[src/hw/rtl/ssc_pkg.sv]
// Shared types, codes and round functions for the stream cipher with MAC.
`timescale 1ns / 1ps
package ssc_pkg;

   localparam int NWORDS = 16;
   localparam int KEY_POS = 13;
   localparam int FOLD_ROUNDS = 16;
   localparam logic [31:0] INIT_KONST = 32'h6996c53a;

   typedef enum logic [2:0] {
      OP_KEY_BYTE   = 3'd0,
      OP_KEY_END    = 3'd1,
      OP_NONCE_BYTE = 3'd2,
      OP_NONCE_END  = 3'd3,
      OP_ENCRYPT    = 3'd4,
      OP_DECRYPT    = 3'd5,
      OP_FINISH     = 3'd6,
      OP_UNUSED     = 3'd7
   } op_type;

   typedef enum logic [1:0] {
      PHASE_IDLE  = 2'd0,
      PHASE_KEY   = 2'd1,
      PHASE_NONCE = 2'd2
   } phase_type;

   typedef struct packed {
      op_type     operation;
      logic [7:0] data_byte;
   } req_type;

   typedef struct packed {
      logic [7:0]  result_byte;
      logic [31:0] mac_word;
      logic        is_mac;
   } rsp_type;

   // datapath commands, one per cycle
   typedef enum logic [3:0] {
      CMD_NONE,
      CMD_START_KEY,    // Fibonacci words, clear packer
      CMD_START_NONCE,  // reload saved words, clear packer
      CMD_LOAD_BYTE,    // pack byte; fold and clock if word full
      CMD_FOLD_PACK,    // fold partial packed word and clock
      CMD_FOLD_LEN,     // fold length and clock, copy to crc
      CMD_CLOCK,        // one register clock
      CMD_XOR_CRC,      // reg ^= crc
      CMD_END_LOAD,     // konst, optional save, clear counters
      CMD_STREAM,       // encrypt or decrypt one byte
      CMD_FIN_MAC,      // MAC partial word
      CMD_FIN_KEY,      // clock, fold final word, xor crc
      CMD_FIN_OUT       // last clock, present MAC
   } cmd_type;

   typedef struct packed {
      cmd_type    cmd;
      logic       save;
      logic       decrypt;
      logic [7:0] data_byte;
   } dp_ctl_type;

   typedef struct packed {
      logic need_pack;   // partial word waits
   } dp_sts_type;

   function automatic logic [31:0] rol(input logic [31:0] x, input int c);
      rol = (x << c) | (x >> (32 - c));
   endfunction

   function automatic logic [31:0] mix_a(input logic [31:0] w);
      logic [31:0] v;
      v = w ^ (rol(w, 5) | rol(w, 7));
      mix_a = v ^ (rol(v, 19) | rol(v, 22));
   endfunction

   function automatic logic [31:0] mix_b(input logic [31:0] w);
      logic [31:0] v;
      v = w ^ (rol(w, 7) | rol(w, 22));
      mix_b = v ^ (rol(v, 5) | rol(v, 19));
   endfunction

   function automatic logic [31:0] fib_word(input int i);
      logic [31:0] a;
      logic [31:0] b;
      logic [31:0] t;
      a = 32'd1;
      b = 32'd1;
      fib_word = 32'd0;
      for (int k = 0; k < NWORDS; k++) begin
         if (k == i) fib_word = a;
         t = a + b;
         a = b;
         b = t;
      end
   endfunction

endpackage

[src/hw/rtl/ssc_ctrl.sv]
// Controller state machine sequencing loads, stream bytes and finish.
`timescale 1ns / 1ps
module ssc_ctrl import ssc_pkg::*; (
   input  logic       clock,
   input  logic       reset,
   input  logic       req_valid,
   output logic       req_stall,
   input  req_type    req_data,
   output logic       rsp_valid,
   input  logic       rsp_stall,
   output logic       rsp_take,
   output dp_ctl_type ctl,
   input  dp_sts_type sts
);

   typedef enum logic [3:0] {
      ST_IDLE, ST_END_PACK, ST_END_LEN, ST_END_CLK, ST_END_XOR, ST_END_FIN,
      ST_FIN_MAC, ST_FIN_KEY, ST_FIN_CLK, ST_FIN_OUT
   } st_type;

   st_type     state_ff, state_in;
   phase_type  phase_ff, phase_in;
   logic [4:0] count_ff, count_in;
   logic       save_ff, save_in;
   logic       valid_ff, valid_in;
   logic       accept;

   assign rsp_valid = valid_ff;
   // one held result at most; a stream byte is accepted only when no held result is stalled
   assign req_stall = (state_ff != ST_IDLE) || (valid_ff && rsp_stall);
   assign accept = req_valid && !req_stall;

   always_comb begin
      state_in = state_ff;
      phase_in = phase_ff;
      count_in = count_ff;
      save_in  = save_ff;
      unique case (state_ff)
         ST_IDLE: begin
            if (accept) begin
               unique case (req_data.operation)
                  OP_KEY_BYTE, OP_NONCE_BYTE: begin
                     phase_in = (req_data.operation == OP_KEY_BYTE) ? PHASE_KEY
                                                                   : PHASE_NONCE;
                  end
                  OP_KEY_END, OP_NONCE_END: begin
                     save_in  = (req_data.operation == OP_KEY_END);
                     phase_in = PHASE_IDLE;
                     state_in = ST_END_PACK;
                  end
                  OP_ENCRYPT, OP_DECRYPT: phase_in = PHASE_IDLE;
                  OP_FINISH: begin
                     phase_in = PHASE_IDLE;
                     state_in = ST_FIN_MAC;
                  end
                  default: ;
               endcase
            end
         end
         ST_END_PACK: state_in = ST_END_LEN;
         ST_END_LEN: begin
            count_in = '0;
            state_in = ST_END_CLK;
         end
         ST_END_CLK: begin
            count_in = count_ff + 5'd1;
            if (count_ff == 5'(FOLD_ROUNDS - 1)) state_in = ST_END_XOR;
         end
         ST_END_XOR: state_in = ST_END_FIN;
         ST_END_FIN: state_in = ST_IDLE;
         ST_FIN_MAC: state_in = ST_FIN_KEY;
         ST_FIN_KEY: begin
            count_in = '0;
            state_in = ST_FIN_CLK;
         end
         ST_FIN_CLK: begin
            count_in = count_ff + 5'd1;
            if (count_ff == 5'(FOLD_ROUNDS - 1)) state_in = ST_FIN_OUT;
         end
         ST_FIN_OUT: begin
            if (!(valid_ff && rsp_stall)) state_in = ST_IDLE;
         end
         default: state_in = ST_IDLE;
      endcase
   end

   // output decode
   always_comb begin
      ctl.cmd       = CMD_NONE;
      ctl.save      = save_ff;
      ctl.decrypt   = (req_data.operation == OP_DECRYPT);
      ctl.data_byte = req_data.data_byte;
      valid_in      = valid_ff && rsp_stall;
      rsp_take      = 1'b0;
      unique case (state_ff)
         ST_IDLE: begin
            if (accept) begin
               unique case (req_data.operation)
                  OP_KEY_BYTE, OP_KEY_END:
                     ctl.cmd = (phase_ff != PHASE_KEY) ? CMD_START_KEY : CMD_NONE;
                  OP_NONCE_BYTE, OP_NONCE_END:
                     ctl.cmd = (phase_ff != PHASE_NONCE) ? CMD_START_NONCE : CMD_NONE;
                  OP_ENCRYPT, OP_DECRYPT: begin
                     ctl.cmd  = CMD_STREAM;
                     valid_in = 1'b1;
                     rsp_take = 1'b1;
                  end
                  default: ;
               endcase
            end
         end
         ST_END_PACK: ctl.cmd = sts.need_pack ? CMD_FOLD_PACK : CMD_NONE;
         ST_END_LEN:  ctl.cmd = CMD_FOLD_LEN;
         ST_END_CLK:  ctl.cmd = CMD_CLOCK;
         ST_END_XOR:  ctl.cmd = CMD_XOR_CRC;
         ST_END_FIN:  ctl.cmd = CMD_END_LOAD;
         ST_FIN_MAC:  ctl.cmd = CMD_FIN_MAC;
         ST_FIN_KEY:  ctl.cmd = CMD_FIN_KEY;
         ST_FIN_CLK:  ctl.cmd = CMD_CLOCK;
         ST_FIN_OUT: begin
            if (!(valid_ff && rsp_stall)) begin
               ctl.cmd  = CMD_FIN_OUT;
               valid_in = 1'b1;
               rsp_take = 1'b1;
            end
         end
         default: ;
      endcase
   end

   always_ff @(posedge clock) begin
      if (reset) begin
         state_ff <= ST_IDLE;
         phase_ff <= PHASE_IDLE;
         count_ff <= '0;
         save_ff  <= 1'b0;
         valid_ff <= 1'b0;
      end else begin
         state_ff <= state_in;
         phase_ff <= phase_in;
         count_ff <= count_in;
         save_ff  <= save_in;
         valid_ff <= valid_in;
      end
   end

   // byte loads issue no pack command; a possible start and the load are merged
   // by the datapath in the same cycle, via load_op from the top level.

   a_busy_stall: assert property (@(posedge clock) disable iff (reset)
      (state_ff != ST_IDLE) |-> req_stall) else $error("request taken while busy");
   a_rsp_hold: assert property (@(posedge clock) disable iff (reset)
      (rsp_valid && rsp_stall) |=> rsp_valid) else $error("result dropped");
   a_fin_out: assert property (@(posedge clock) disable iff (reset)
      (state_ff == ST_FIN_OUT && !(valid_ff && rsp_stall)) |=> (state_ff == ST_IDLE && rsp_valid))
      else $error("finish result missing");

endmodule

[config.mk]
export PLATFORM = sky130hd
export DESIGN_NAME = ssc_ctrl
export DESIGN_NICKNAME = d
export VERILOG_FILES = /design/src/hw/rtl/ssc_pkg.sv /design/src/hw/rtl/ssc_ctrl.sv
export SDC_FILE = /design/constraint.sdc
export NUM_CORES = 1
export LEC_CHECK = 0
export ABC_AREA = 1
export BUFFER_PORTS_ARGS = -buffer_cell sky130_fd_sc_hd__buf_4
export CAP_MARGIN = 25
export CORE_MARGIN = 3
export CORE_UTILIZATION = 45
export CTS_BUF_LIST = sky130_fd_sc_hd__clkbuf_16
export CTS_CLUSTER_SIZE = 10
export DETAILED_ROUTE_END_ITERATION = 8
export GPL_ROUTABILITY_DRIVEN = 0
export PLACE_DENSITY = 0.8
export SLEW_MARGIN = 20
export SYNTH_ARGS = -nofsm -noshare
export SYNTH_HDL_FRONTEND = slang
export SYNTH_SLANG_ARGS = --single-unit
export TNS_END_PERCENT = 5
[constraint.sdc]
create_clock -name clock -period 1.94 [get_ports clock]
set_clock_uncertainty 0.05 [all_clocks]
set_input_delay 0.097 -clock clock [delete_from_list [all_inputs] [get_ports clock]]
set_output_delay 0.097 -clock clock [all_outputs]
set_load 0.03 [all_outputs]
==> results.cfg <==
[status]
run_status = completed

[power]
power_leakage_nw = 0.511
power_density_nw_per_um2 = 1490
vdd_ir_drop_max_uv = 910
power.total_mw = 1.62

[setup_path]
r2r_slack_ns = 0.45
path_class = register to output pin
cp_max_fo = 8
reg2regPathDepth = 10
critPathArrivalTime_ns = 1.62
critPathCaptureType = output pin
crit_required_ns = 1.79
startpoint_type = register

[drt]
via_count = 935
totalWireLength_um = 2170
drt-initial-drc-count = 27
routedWlPerCell_um = 12.4
drc = 0
via_per_inst = 5.34
ant_nets = 0
drt_pre_antenna_iters = 4

[final_layout]
syn2layout_area_growth_pct = 17.2
fin_nets = 169
antenna_cells_inserted = 0
finalInstanceArea_um2 = 1080
drive_gt1_share_pct = 20.0

[timing]
fmax_mhz = 566
post-route-min-period_ns = 1.77
setup_viol = 0
fin_ws_ns = 0.175
worst_pin_slew_ns = 0.327
fin_crit_sh_pct = 91.0
hold_violations = 0
hold_slack_ns = 0.0679
slew_violations = 0
setup_tns_ns = 0
rsz0062_at_grt = false
slew_headroom_pct = 78.1

[placed_design]
place_ws_ns = 0.452
portBuffers = 16
placed_area_um2 = 1000
dpl.hpwl_um = 1610

[cts]
cts_buffer_depth = 2
cts_resized = 0
holdBufCountCts = 0
clk_pin_slew_ns = 0.04
cts_tree = done
cts_buffers = 3
h-tree-depth = 1
post_cts_buffers = 0
clock_tree.root_cell = clkbuf_16
clk_latency_ns = 0.24
cts_sinks = 13

[floorplan]
die_height_um = 51.3
ioPinCount = 33
die_w_um = 51.3
fp.coreArea_um2 = 1820
start_util_pct = 50.7
rows = 15
die_area_um2 = 2630

[logic_synthesis]
yosys.cell_types.count = 25
synth-seq-cells = 13
synth_cells = 140
yosysSeqAreaShare_pct = 28.2
synth_nets = 158
syn_area_per_cell_um2 = 6.59
synth_warnings = 0
synthesis.area_um2 = 922

[flow_run]
drv_cap = 0

[grt]
grt_overflow = 0
grt_max_degree = 11
grt_pass1_vias = 882
track_usage_pct = 18.3
antenna_found_initial = 0
grt_pass1_wl_um = 3710

[min_path]
hold_class = input port to register
hold_depth = 2
## power by group
group          internal, mW  switching (mW)
combinational         0.293           0.580
clock                 0.271           0.105
sequential            0.314          0.0534
## cell usage in the layout, fill, tap and decap left out, types with 3 or more instances in the layout
cell type / n
nand4_1: 5
nand3_1: 12
nor2_1: 14
clkbuf_16: 3
inv_1: 18
nand2_1: 34
dfxtp_1: 13
a21oi_1: 10
buf_4: 16
## cells in the mapped netlist
cell      instances  area share [%]
a21oi_1          10             5.4
clkbuf_1          1            0.41
ha_1              2             2.7
nor2_1           14             5.7
a31oi_1           2             1.4
nor2_2            2             1.4
nand2_1          34              14
nand3b_1          1            0.81
buf_4             9             7.3
nand4_1           5             3.4
nand3_1          12             6.5
inv_2             1            0.41
nor3_4            1             1.8
dfxtp_1          13              28
inv_1            17             6.9
nand2_4           2             2.4
nand3_2           2             2.2
o22ai_1           1            0.68
or2_0             1            0.68
o311ai_1          1            0.95
nor3_1            2             1.1
o21ai_0           2             1.1
nor2_4            2             2.4
o211ai_1          2             1.6
nand2_2           1            0.68
## state kept, by name (all words and copies together) (netlist names)
register / flops
count_ff: 5
phase_ff: 2
rsp_valid: 1
save_ff: 1
state_ff: 4
## logic make-up after synthesis
| logic type | count (synthesis) | share of synthesized area (%) |
|---|---|---|
| simple gates | 79 | 42.9 |
| buf+inv | 28 | 15.1 |
| flops | 13 | 28.2 |
| fa+ha+maj | 2 | 2.71 |
| compound gates | 18 | 11.1 |
## worst paths after layout
kind                    start          end
hold / removal          reset  count_ff[3]
hold reg to reg   count_ff[4]  count_ff[4]
setup reg to reg  count_ff[0]  state_ff[3]
setup / recovery  state_ff[2]      ctl[10]
## layout make-up
type,count,area [µm²]
sequential,13,260
timing repair buffer,16,120
tap,25,31.3
fill,175,739
inverter,18,67.6
multi-input combinational,99,523
clock inverter,1,3.75
clock buffer,3,75.1
## routing by layer
metal / vias up / part of all wire [%] / GRT usage (%)
li1: 470 / - / -
met1: 431 / 41 / 19.4
met2: 29 / 51 / 35.2
met3: 5 / 6.7 / 4.66
met4: 0 / 1.2 / 4.80
met5: - / 0 / 0
## worst max-delay path, cell delays in order (launching register included)
cell      delay [ns]
dfxtp_1         0.35
nor2_4          0.21
nand2_4         0.10
nor3_4          0.26
o311ai_1        0.17
nand3b_1        0.12
buf_4           0.16
## through the flow
step / std cells / util [%]
final: 175 / 59.4
after global routing: 175 / 59.4
after CTS: 175 / 59.4
after detailed placement: 171 / 55.1
after global placement: 171 / 55.1
after floorplan: 140 / -
No activity file was read; power rests on OpenSTA's default activity.
